$ cat src/rtl/core/drc_pkg.sv
`timescale 1ns / 1ps

package drc_pkg;

   localparam int YEAR_W  = 12;
   localparam int MONTH_W = 4;
   localparam int DAY_W   = 5;
   localparam int HOUR_W  = 5;
   localparam int WEEK_W  = 3;
   localparam int WDAY_W  = 3;
   localparam int KEY_W   = MONTH_W + DAY_W + HOUR_W;
   localparam int YY_W    = 13;
   localparam int Q100_W  = 7;
   localparam int QLEAP_W = 6;
   localparam int Q7_W    = 10;

   localparam logic [YY_W-1:0]    YEAR_BIAS   = 13'd400;
   localparam logic [10:0]        DIV25_MUL   = 11'd1311;
   localparam int                 DIV25_SHIFT = 15;
   localparam logic [13:0]        DIV7_MUL    = 14'd9363;
   localparam int                 DIV7_SHIFT  = 16;
   localparam logic [WEEK_W-1:0]  WEEK_LAST   = 3'd5;
   localparam logic [WDAY_W-1:0]  WDAY_WRAP   = 3'd7;
   localparam logic [MONTH_W-1:0] MONTH_FEB   = 4'd2;
   localparam logic [MONTH_W-1:0] MONTH_MAR   = 4'd3;
   localparam logic [MONTH_W-1:0] MONTH_DEC   = 4'd12;

   typedef enum logic [2:0] {
      REG_DST_MONTH   = 3'd0,
      REG_DST_WEEK    = 3'd1,
      REG_DST_WEEKDAY = 3'd2,
      REG_DST_HOUR    = 3'd3,
      REG_STD_MONTH   = 3'd4,
      REG_STD_WEEK    = 3'd5,
      REG_STD_WEEKDAY = 3'd6,
      REG_STD_HOUR    = 3'd7
   } reg_idx_type;

   typedef struct packed {
      logic [MONTH_W-1:0] month;
      logic [DAY_W-1:0]   day;
      logic [HOUR_W-1:0]  hour;
   } stamp_type;

   typedef struct packed {
      logic [MONTH_W-1:0] month;
      logic [WEEK_W-1:0]  week;
      logic [WDAY_W-1:0]  wday;
      logic [HOUR_W-1:0]  hour;
   } rule_type;

   function automatic logic [2:0] month_offs(input logic [MONTH_W-1:0] m);
      logic [2:0] r;
      case (m)
         4'd1:    r = 3'd0;
         4'd2:    r = 3'd3;
         4'd3:    r = 3'd2;
         4'd4:    r = 3'd5;
         4'd5:    r = 3'd0;
         4'd6:    r = 3'd3;
         4'd7:    r = 3'd5;
         4'd8:    r = 3'd1;
         4'd9:    r = 3'd4;
         4'd10:   r = 3'd6;
         4'd11:   r = 3'd2;
         4'd12:   r = 3'd4;
         default: r = 3'd0;
      endcase
      return r;
   endfunction

   function automatic logic [DAY_W-1:0] month_days(input logic [MONTH_W-1:0] m,
                                                   input logic leap);
      logic [DAY_W-1:0] r;
      case (m)
         4'd2:                   r = leap ? 5'd29 : 5'd28;
         4'd4, 4'd6, 4'd9, 4'd11: r = 5'd30;
         default:                r = 5'd31;
      endcase
      return r;
   endfunction

   function automatic rule_type rule_clamp(input logic [MONTH_W-1:0] m,
                                           input logic [WEEK_W-1:0]  wk,
                                           input logic [WDAY_W-1:0]  wd,
                                           input logic [HOUR_W-1:0]  hr);
      rule_type r;
      r.month = (m == '0) ? 4'd1 : ((m > MONTH_DEC) ? MONTH_DEC : m);
      r.week  = (wk == '0) ? 3'd1 : ((wk > WEEK_LAST) ? WEEK_LAST : wk);
      r.wday  = (wd == WDAY_WRAP) ? 3'd0 : wd;
      r.hour  = hr;
      return r;
   endfunction

endpackage

$ cat src/rtl/core/dst_rule_check_core.sv
// DST rule check: one query (year, month, day, hour) enters per cycle when req_ready is high and
// its in_dst answer appears on the rsp_ channel after the four register stages (rule year terms,
// weekday sums, transition day, compare); the whole pipeline holds while a finished answer waits
// on rsp_ready. The eight rule registers sit on the csr_ port at byte addresses 0 to 28 in steps
// of 4 and may only be changed while no query is in flight. A DST month of zero forces in_dst low.
`timescale 1ns / 1ps

module dst_rule_check_core
   import drc_pkg::*;
(
   input  logic                    clock,
   input  logic                    reset,
   input  logic                    req_valid,
   output logic                    req_ready,
   input  logic [YEAR_W-1:0]       req_year,
   input  logic [MONTH_W-1:0]      req_month,
   input  logic [DAY_W-1:0]        req_day,
   input  logic [HOUR_W-1:0]       req_hour,
   output logic                    rsp_valid,
   input  logic                    rsp_ready,
   output logic                    rsp_in_dst,
   input  logic                    csr_psel,
   input  logic                    csr_penable,
   input  logic                    csr_pwrite,
   input  logic [4:0]              csr_paddr,
   input  logic [31:0]             csr_pwdata,
   output logic [31:0]             csr_prdata,
   output logic                    csr_pready
);

   logic [MONTH_W-1:0] dst_month_ff, std_month_ff;
   logic [WEEK_W-1:0]  dst_week_ff, std_week_ff;
   logic [WDAY_W-1:0]  dst_weekday_ff, std_weekday_ff;
   logic [HOUR_W-1:0]  dst_hour_ff, std_hour_ff;
   logic               csr_wr;
   reg_idx_type        csr_idx;

   rule_type           rule [2];
   logic               adv;

   // stage A
   logic               va_ff;
   stamp_type          now_a_ff, now_a_in;
   logic [YEAR_W-1:0]  year_a_ff;
   logic [YY_W-1:0]    yy_a_ff [2];
   logic [YY_W-1:0]    yy_a_in [2];
   logic [Q100_W-1:0]  q100_a_ff [2];
   logic [Q100_W-1:0]  q100_a_in [2];
   logic [QLEAP_W-1:0] qleap_a_ff, qleap_a_in;
   logic [21:0]        p25 [2];
   logic [20:0]        pleap;

   // stage B
   logic               vb_ff;
   stamp_type          now_b_ff;
   logic               leap_b_ff, leap_b_in;
   logic [YY_W-1:0]    s_b_ff [2];
   logic [YY_W-1:0]    s_b_in [2];
   logic [Q7_W-1:0]    q7_b_ff [2];
   logic [Q7_W-1:0]    q7_b_in [2];
   logic [26:0]        p7 [2];

   // stage C
   logic               vc_ff;
   stamp_type          now_c_ff;
   logic [DAY_W-1:0]   day_c_ff [2];
   logic [DAY_W-1:0]   day_c_in [2];

   // stage D
   logic               rsp_valid_ff;
   logic               rsp_in_dst_ff, rsp_in_dst_in;

   assign csr_pready = 1'b1;
   assign csr_wr     = csr_psel && csr_penable && csr_pwrite;
   assign csr_idx    = reg_idx_type'(csr_paddr[4:2]);

   always_ff @(posedge clock) begin
      if (reset) begin
         dst_month_ff   <= '0;
         dst_week_ff    <= 3'd1;
         dst_weekday_ff <= '0;
         dst_hour_ff    <= '0;
         std_month_ff   <= 4'd1;
         std_week_ff    <= 3'd1;
         std_weekday_ff <= '0;
         std_hour_ff    <= '0;
      end else if (csr_wr) begin
         unique case (csr_idx)
            REG_DST_MONTH:   dst_month_ff   <= csr_pwdata[MONTH_W-1:0];
            REG_DST_WEEK:    dst_week_ff    <= csr_pwdata[WEEK_W-1:0];
            REG_DST_WEEKDAY: dst_weekday_ff <= csr_pwdata[WDAY_W-1:0];
            REG_DST_HOUR:    dst_hour_ff    <= csr_pwdata[HOUR_W-1:0];
            REG_STD_MONTH:   std_month_ff   <= csr_pwdata[MONTH_W-1:0];
            REG_STD_WEEK:    std_week_ff    <= csr_pwdata[WEEK_W-1:0];
            REG_STD_WEEKDAY: std_weekday_ff <= csr_pwdata[WDAY_W-1:0];
            REG_STD_HOUR:    std_hour_ff    <= csr_pwdata[HOUR_W-1:0];
         endcase
      end
   end

   always_comb begin
      unique case (csr_idx)
         REG_DST_MONTH:   csr_prdata = 32'(dst_month_ff);
         REG_DST_WEEK:    csr_prdata = 32'(dst_week_ff);
         REG_DST_WEEKDAY: csr_prdata = 32'(dst_weekday_ff);
         REG_DST_HOUR:    csr_prdata = 32'(dst_hour_ff);
         REG_STD_MONTH:   csr_prdata = 32'(std_month_ff);
         REG_STD_WEEK:    csr_prdata = 32'(std_week_ff);
         REG_STD_WEEKDAY: csr_prdata = 32'(std_weekday_ff);
         REG_STD_HOUR:    csr_prdata = 32'(std_hour_ff);
      endcase
   end

   assign rule[0] = rule_clamp(dst_month_ff, dst_week_ff, dst_weekday_ff, dst_hour_ff);
   assign rule[1] = rule_clamp(std_month_ff, std_week_ff, std_weekday_ff, std_hour_ff);

   // advance every stage together; hold all while the answer waits
   assign adv       = !rsp_valid_ff || rsp_ready;
   assign req_ready = adv;

   // stage A: year terms and the divide by 100 of each rule's year and of the request year
   always_comb begin
      now_a_in.month = req_month;
      now_a_in.day   = req_day;
      now_a_in.hour  = req_hour;
      for (int r = 0; r < 2; r++) begin
         yy_a_in[r]   = 13'(req_year) + YEAR_BIAS
                        - ((rule[r].month < MONTH_MAR) ? 13'd1 : 13'd0);
         p25[r]       = 22'(yy_a_in[r][YY_W-1:2]) * 22'(DIV25_MUL);
         q100_a_in[r] = p25[r][DIV25_SHIFT +: Q100_W];
      end
      pleap      = 21'(req_year[YEAR_W-1:2]) * 21'(DIV25_MUL);
      qleap_a_in = pleap[DIV25_SHIFT +: QLEAP_W];
   end

   // stage B: leap flag, weekday sum and the divide by 7
   always_comb begin
      leap_b_in = (year_a_ff[1:0] == 2'd0)
                  && ((year_a_ff[YEAR_W-1:2] != 10'(qleap_a_ff * 6'd25))
                      || (qleap_a_ff[1:0] == 2'd0));
      for (int r = 0; r < 2; r++) begin
         s_b_in[r]  = yy_a_ff[r] + 13'(yy_a_ff[r][YY_W-1:2]) - 13'(q100_a_ff[r])
                      + 13'(q100_a_ff[r][Q100_W-1:2]) + 13'(month_offs(rule[r].month))
                      + 13'd1;
         p7[r]      = 27'(s_b_in[r]) * 27'(DIV7_MUL);
         q7_b_in[r] = p7[r][DIV7_SHIFT +: Q7_W];
      end
   end

   // stage C: transition day in the rule month
   always_comb begin
      logic [YY_W-1:0]  rem;
      logic [2:0]       first;
      logic [3:0]       t;
      logic [DAY_W-1:0] d;
      logic [DAY_W-1:0] dim;
      rem   = '0;
      first = '0;
      t     = '0;
      d     = '0;
      dim   = '0;
      for (int r = 0; r < 2; r++) begin
         rem   = s_b_ff[r] - 13'(13'(q7_b_ff[r]) * 13'd7);
         first = rem[2:0];
         t     = 4'(rule[r].wday) + 4'd7 - 4'(first);
         if (t >= 4'd7) begin
            t = t - 4'd7;
         end
         d   = 5'(t) + 5'd1;
         dim = month_days(rule[r].month, leap_b_ff);
         if (rule[r].week == WEEK_LAST) begin
            day_c_in[r] = (6'(d) + 6'd28 <= 6'(dim)) ? d + 5'd28 : d + 5'd21;
         end else begin
            day_c_in[r] = d + 5'(5'(rule[r].week - 3'd1) * 5'd7);
         end
      end
   end

   // stage D: compare against both transitions
   always_comb begin
      logic [KEY_W-1:0] now_key;
      logic [KEY_W-1:0] start_key;
      logic [KEY_W-1:0] end_key;
      now_key   = now_c_ff;
      start_key = {rule[0].month, day_c_ff[0], rule[0].hour};
      end_key   = {rule[1].month, day_c_ff[1], rule[1].hour};
      if (dst_month_ff == '0) begin
         rsp_in_dst_in = 1'b0;
      end else if (end_key < start_key) begin
         rsp_in_dst_in = (now_key >= start_key) || (now_key < end_key);
      end else begin
         rsp_in_dst_in = (now_key >= start_key) && (now_key < end_key);
      end
   end

   always_ff @(posedge clock) begin
      if (reset) begin
         va_ff        <= 1'b0;
         vb_ff        <= 1'b0;
         vc_ff        <= 1'b0;
         rsp_valid_ff <= 1'b0;
      end else if (adv) begin
         va_ff        <= req_valid;
         vb_ff        <= va_ff;
         vc_ff        <= vb_ff;
         rsp_valid_ff <= vc_ff;
      end
   end

   always_ff @(posedge clock) begin
      if (adv) begin
         now_a_ff      <= now_a_in;
         year_a_ff     <= req_year;
         qleap_a_ff    <= qleap_a_in;
         now_b_ff      <= now_a_ff;
         leap_b_ff     <= leap_b_in;
         now_c_ff      <= now_b_ff;
         rsp_in_dst_ff <= rsp_in_dst_in;
         for (int r = 0; r < 2; r++) begin
            yy_a_ff[r]   <= yy_a_in[r];
            q100_a_ff[r] <= q100_a_in[r];
            s_b_ff[r]    <= s_b_in[r];
            q7_b_ff[r]   <= q7_b_in[r];
            day_c_ff[r]  <= day_c_in[r];
         end
      end
   end

   assign rsp_valid  = rsp_valid_ff;
   assign rsp_in_dst = rsp_in_dst_ff;

   a_enter: assert property (@(posedge clock) disable iff (reset)
      req_valid && req_ready |=> va_ff)
      else $error("accepted transfer did not enter stage A");

   a_hold: assert property (@(posedge clock) disable iff (reset)
      vc_ff && !req_ready |=> vc_ff)
      else $error("stage C lost its item during a stall");

   a_rsp_src: assert property (@(posedge clock) disable iff (reset)
      $rose(rsp_valid_ff) |-> $past(vc_ff))
      else $error("result appeared without an item in stage C");

   a_day_range: assert property (@(posedge clock) disable iff (reset)
      vc_ff |-> (day_c_ff[0] >= 5'd1) && (day_c_ff[0] <= 5'd31)
             && (day_c_ff[1] >= 5'd1) && (day_c_ff[1] <= 5'd31))
      else $error("transition day out of range");

endmodule

$ cat config.mk
export PLATFORM = sky130hd
export DESIGN_NAME = dst_rule_check_core
export DESIGN_NICKNAME = d
export VERILOG_FILES = /design/src/rtl/core/drc_pkg.sv /design/src/rtl/core/dst_rule_check_core.sv
export SDC_FILE = /design/constraint.sdc
export NUM_CORES = 1
export LEC_CHECK = 0
export BUFFER_PORTS_ARGS = -buffer_cell sky130_fd_sc_hd__buf_4
export CAP_MARGIN = 20
export CORE_ASPECT_RATIO = 1.1
export CORE_UTILIZATION = 46
export CTS_BUF_LIST = sky130_fd_sc_hd__clkbuf_8
export CTS_CLUSTER_DIAMETER = 50
export CTS_CLUSTER_SIZE = 28
export DETAILED_ROUTE_END_ITERATION = 7
export GPL_TIMING_DRIVEN = 1
export PLACE_DENSITY = 0.69
export SYNTH_ARGS = -nofsm -noshare
export SYNTH_HDL_FRONTEND = slang
export SYNTH_SLANG_ARGS = --single-unit
export TNS_END_PERCENT = 5
$ cat constraint.sdc
create_clock -name clock -period 14.4 [get_ports clock]
set_input_delay 0.72 -clock clock [delete_from_list [all_inputs] [get_ports clock]]
set_output_delay 0.72 -clock clock [all_outputs]
set_load 0.005 [all_outputs]
# After elaboration in Yosys (flattened, before gate mapping)
# Memories as Yosys holds them, arrays and structs flattened.
# Index checks and enable logic that the tools add are counted.
op_classes:
  add_sub_neg: 33
  multipliers: 10
  order_cmp: 13
  n_eq_ne: 22
  muxes: 25
  n_reduce_logical: 25
op_table:
  columns: ["operator", "n"]
  rows:
  - ["32-bit one-hot mux with 8 select lines", 1]
  - ["13-bit by 14-bit multiplier with 26-bit output (second input constant)", 2]
  - ["11-bit by 11-bit multiplier with 22-bit output (second input constant)", 2]
  - ["14-bit < comparator", 2]
  - ["13-bit by 1-bit adder with 13-bit output (second input constant)", 2]
  - ["13-bit by 11-bit adder with 13-bit output", 2]
  - ["13-bit by 3-bit adder with 13-bit output", 2]
  - ["13-bit by 5-bit adder with 13-bit output", 2]
  - ["13-bit by 1-bit subtractor with 13-bit output", 2]
  - ["13-bit by 7-bit subtractor with 13-bit output", 2]
  - ["3-bit equality test (second input constant)", 8]
  - ["4-bit 2-to-1 mux", 6]
  - ["10-bit by 11-bit multiplier with 21-bit output (second input constant)", 1]
  - ["5-bit adder (second input constant)", 4]
  - ["10-bit by 3-bit multiplier with 3-bit output (second input constant)", 2]
  - ["5-bit 2-to-1 mux", 4]
  - ["3-bit 2-to-1 mux", 6]
  - ["4-bit by 3-bit equality test with 1-bit output (second input constant)", 4]
  - ["4-bit equality test (second input constant)", 4]
  - ["2-bit AND reduction", 8]
  - ["14-bit >= comparator", 1]
  - ["12-bit by 9-bit adder with 13-bit output (second input constant)", 1]
  - ["5-bit by 5-bit adder with 6-bit output (second input constant)", 2]
  - ["6-bit by 5-bit <= comparator with 1-bit output", 2]
  - ["other kinds (26)", 56]
totals:
  ff_bits: 96
  ramBits: 96
  romBits: 96
  in_bits: 70
  output_inout_bits: 36
  elab_cells: 160
  memories: 7
memory_table:
  columns: ["name", "words", "word_bits", "rd", "rd_clocked_by_memory_dff", "write_ports", "line", "source"]
  rows:
  - ["(name not given)", 16, 3, 1, 0, 0, "drc_pkg.sv:54", "case (m)"]
  - ["(name not given)", 16, 3, 1, 0, 0, "drc_pkg.sv:54", null]
  - ["s_b_ff", 2, 13, 2, 0, 2, "dst_rule_check_core.sv:57", "logic [YY_W-1:0] s_b_ff [2];"]
  - ["yy_a_ff", 2, 13, 2, 0, 2, "dst_rule_check_core.sv:45", "logic [YY_W-1:0] yy_a_ff [2];"]
  - ["q7_b_ff", 2, 10, 2, 0, 2, "dst_rule_check_core.sv:59", "logic [Q7_W-1:0] q7_b_ff [2];"]
  - ["q100_a_ff", 2, 7, 2, 0, 2, "dst_rule_check_core.sv:47", "logic [Q100_W-1:0] q100_a_ff [2];"]
  - ["+1 memories", null, null, null, null, null, null, null]

# Logic depth before layout (Yosys ltp)
depth:
  ltp_word: 11
  depth_mapped: 39
  mapped_depth_nobuf: 39

# Worst setup path after synthesis
# No wires, ideal clock.
synth_path:
  path_type: "reg-to-reg"
  start: "register dst_month_ff[2]"
  end: "memory q7_b_ff[0][2], data pin"
  setup_ns: 0.265
  t_arrival_ns: 8.227
  required_ns: 14.135
  slack_ns: 5.908
  stages_incl_launch_ff: 38
  period_less_slack_ns: 8.492
  cell_sequence: "dfxtp_1 > clkbuf_1 > nand2_1 > nand2_1 > inv_1 > ha_1 > inv_1 > mux2i_1 > a22o_1 > fa_1 > inv_1 > fa_1 > inv_1 > fa_1 > ha_1 > inv_1 > fa_1 > nor2b_1 > [2 not listed] > a21oi_1 > o21ai_0 > a21oi_1 > xnor2_1 > ha_1 > inv_1 > fa_1 > fa_1 > fa_1 > fa_1 > inv_1 > ha_1 > nand2_1 > o21ai_0 > a2111oi_0 > a31oi_1 > a311oi_1 > xnor2_1"
synth_rtl:
  columns: ["item", "line", "source"]
  rows:
  - ["start, declared", "dst_rule_check_core.sv:31", "logic [MONTH_W-1:0] dst_month_ff, std_month_ff;"]
  - ["start signal, assigned", "dst_rule_check_core.sv:89", "REG_DST_MONTH: dst_month_ff <= csr_pwdata[MONTH_W-1:0];"]
  - ["end, declared", "dst_rule_check_core.sv:59", null]

==> summary.md <==
| Metric | Value |
|---|---|
| GRT busiest layer | `met2` |
| Slew Limit Fails | `0` |
| Routed wire length | `42400 um` |
| Relative slew slack | `0.345` |
| Setup TNS | `0 ns` |
| Die footprint | `49200 um2` |
| Post-CTS Setup Bufs | `0` |
| DR iter-0 viols | `630` |
| Synth warn | `0` |
| Slowest-stage cell, CP | `dfxtp_1` |
| FP Rows | `84` |
| Drt drc | `0` |
| TritonCTS buffer count | `17` |
| Initial antenna violation count | `3` |
| Clock transition at the registers of the reported paths | `0.09 ns` |
| HP Class | `input port to flop` |
| Die Wd | `212 um` |
| Cells after synthesis | `2232` |
| Post-CTS Hold Fix Bufs | `0` |
| # resized after CTS | `0` |
| Starting density of the core | `0.466` |
| Layout cells sized above 1 | `0.0553` |
| Antenna-violating nets left | `0` |
| PortBufs | `48` |
| Number of synthesized register bits | `158` |
| Total GRT Usage | `0.183` |
| Met2 usage | `0.347` |
| Synth cell count leaders | `526 x ha_1, 521 x inv_1, 192 x fa_1` |
| Asr flop ratio synth | `0` |
| Post-synth cell types | `76` |
| Number of flops mapped to enable cells by yosys | `124` |
| Met1 Usage GRT | `0.211` |
| Proportion of netlist area held by the largest area contributor | `0.296` |
| Vias per cell | `5.06` |
| Worst EP arrival | `9.59 ns` |
| Critical path capture point type | `flop` |
| WP data required | `14.62 ns` |
| Max Fanout on Critical Path | `15` |
| Met3 global-route usage | `0.0254` |
| Layout area overhead | `6.48%` |
| Final-report hold violation count | `0` |
| Post-Synthesis Cell Area | `22200 um2` |
| Final setup viols | `0` |
| Final Critical Period | `9.38 ns` |
| Synth top area cells | `ha_1 30%, fa_1 17%, edfxtp_1 17%` |
| Syn avg cell area | `9.96 um2` |
| Crit path largest cell delay | `0.67 ns` |
| Least-Margin Pin Slew | `0.983 ns` |
| Die Span Y | `233 um` |
| R2R Setup Slk | `5.02 ns` |
| Diodes inserted | `0` |
| TritonRoute pass-1 iters | `5` |
| Placeable Area | `47700 um2` |
| Register area share after synthesis | `0.198` |
| Wirelength per Cell | `14.4 um` |
| Worst skew pair latency | `0.47 ns` |
| Largest area contributor in the netlist | `ha_1` |
| First-pass GRT wire length | `72800 um` |
| Clk_skew | `0.0118 ns` |
| Vias | `14868` |
| Io pins | `106` |
| Highest Clock Rate | `0.107 GHz` |
| TritonCTS clock tree | `built` |
| Main synth FF type | `edfxtp_1` |
| Max-Cap Viols | `0` |
| Period utilization | `0.651` |
| Global route overflow | `0` |
| Bufs on Longest Clock Path | `2` |
| DP HPWL | `36100 um` |
| Sink Count | `158` |
| H-tree levels | `4` |
| Filler cell count | `4379` |
| Status | `complete, no violations` |
| RSZ-0062 raised after global routing | `false` |
| Placer Congestion | `0.888` |
| CP startpoint kind | `flop` |
| Count leader, synth | `ha_1` |
| Kind of critical path | `flop to flop` |
| Largest net degree at the start of global routing | `67` |
| Clk root buf | `clkbuf_8` |
| Vias in the first global route | `15862` |
| # nets final | `3070` |
[critical path, delay by kind of cell, from the launching register on]
kind	cells	cell delay [ns]
adders and majority gates	12	4.49
AOI/OAI and AO/OA	10	2.34
buffers and inverters	8	0.72
DFF	1	0.67
and+or+nand+nor	3	0.36
xor gates and xnor gates	2	0.36
muxes	1	0.15
[routing by layer]
layer  vias to the layer above  share of wire
met3                        65          0.027
met5                         -        0.00087
li1                       7436              -
met4                         6          0.020
met1                      7162           0.43
met2                       199           0.52
[final timing paths]
| kind | depth (start not counted) | endpoint | from |
|---|---|---|---|
| worst max register to register | 36 | q7_b_ff[0][2] | dst_month_ff[2] |
| worst min register to register | 0 | now_b_ff[10] | now_a_ff[10] |
| worst min-delay path | 1 | now_a_ff[0] | req_hour[0] |
| worst max-delay path | 36 | q7_b_ff[0][2] | dst_month_ff[2] |
[final cells by class]
type / instances / area [um2] / share of cell area
repair buffers: 65 / 488 / 0.0206
well taps: 645 / 807 / 0.0341
clock buffers: 17 / 234 / 0.00988
inverters: 521 / 1960 / 0.0826
clock inverters: 15 / 138 / 0.00581
flip-flops and latches: 158 / 4400 / 0.186
multi-input cells: 1519 / 15700 / 0.661
[kinds of logic (layout without fill, tap and decap cells)]
kind of cell,after synthesis,count (layout),share of synthesized area
xor gates and xnor gates,135,135,0.0535
AOI/OAI and AO/OA,273,273,0.0787
buffers and inverters,581,618,0.103
DFF,158,158,0.198
adders and majority gates,719,719,0.469
muxes,54,54,0.0278
and+or+nand+nor,310,310,0.0695
other,2,28,0.000338
[flip-flops by register name, indices dropped and copies added (netlist names), 3 cells and up]
signal / flops
std_hour_ff: 5
dst_weekday_ff: 3
year_a_ff: 12
now_b_ff: 14
now_c_ff: 14
now_a_ff: 14
dst_week_ff: 3
std_month_ff: 4
day_c_ff: 10
q7_b_ff: 6
s_b_ff: 6
dst_month_ff: 4
dst_hour_ff: 5
std_weekday_ff: 3
qleap_a_ff: 6
std_week_ff: 3
q100_a_ff: 14
yy_a_ff: 26
[per-stage QoR]
stage	area, um2	hold WS (ns)	util	setup slack [ns]	instances
6_report	23700	0.416	0.496	5.02	2940
2_1_floorplan	22300	0.400	-	5.91	2258
3_5_place_dp	23300	0.405	0.488	5.01	2908
4_1_cts	23700	0.376	0.496	4.98	2940
3_3_place_gp	23300	0.402	0.488	5.20	2908
5_1_grt	23700	0.385	0.496	4.34	2940
[placed cells by master (no fill, tap or decap), types with 6 or more instances in the layout]
cell type,instances
a211oi_1,10
xor2_1,44
nand2_1,83
o21ai_0,53
a21oi_1,83
dfxtp_1,34
edfxtp_1,124
ha_1,526
inv_1,521
buf_4,65
nand3_1,21
nand4_1,16
or2_2,7
a31oi_1,16
a2111oi_0,6
a21o_1,36
nor2_1,79
nor2b_1,13
clkbuf_8,17
nor4_1,8
mux2i_1,42
fa_1,192
a21boi_0,7
nand2b_1,11
nor3_1,24
conb_1,28
o21a_1,11
and3_1,9
xnor2_1,90
nand3b_1,6
Power is left out: the tool's default activity adds up to more than one toggle a clock period on the data nets, which glitch-free logic cannot reach.
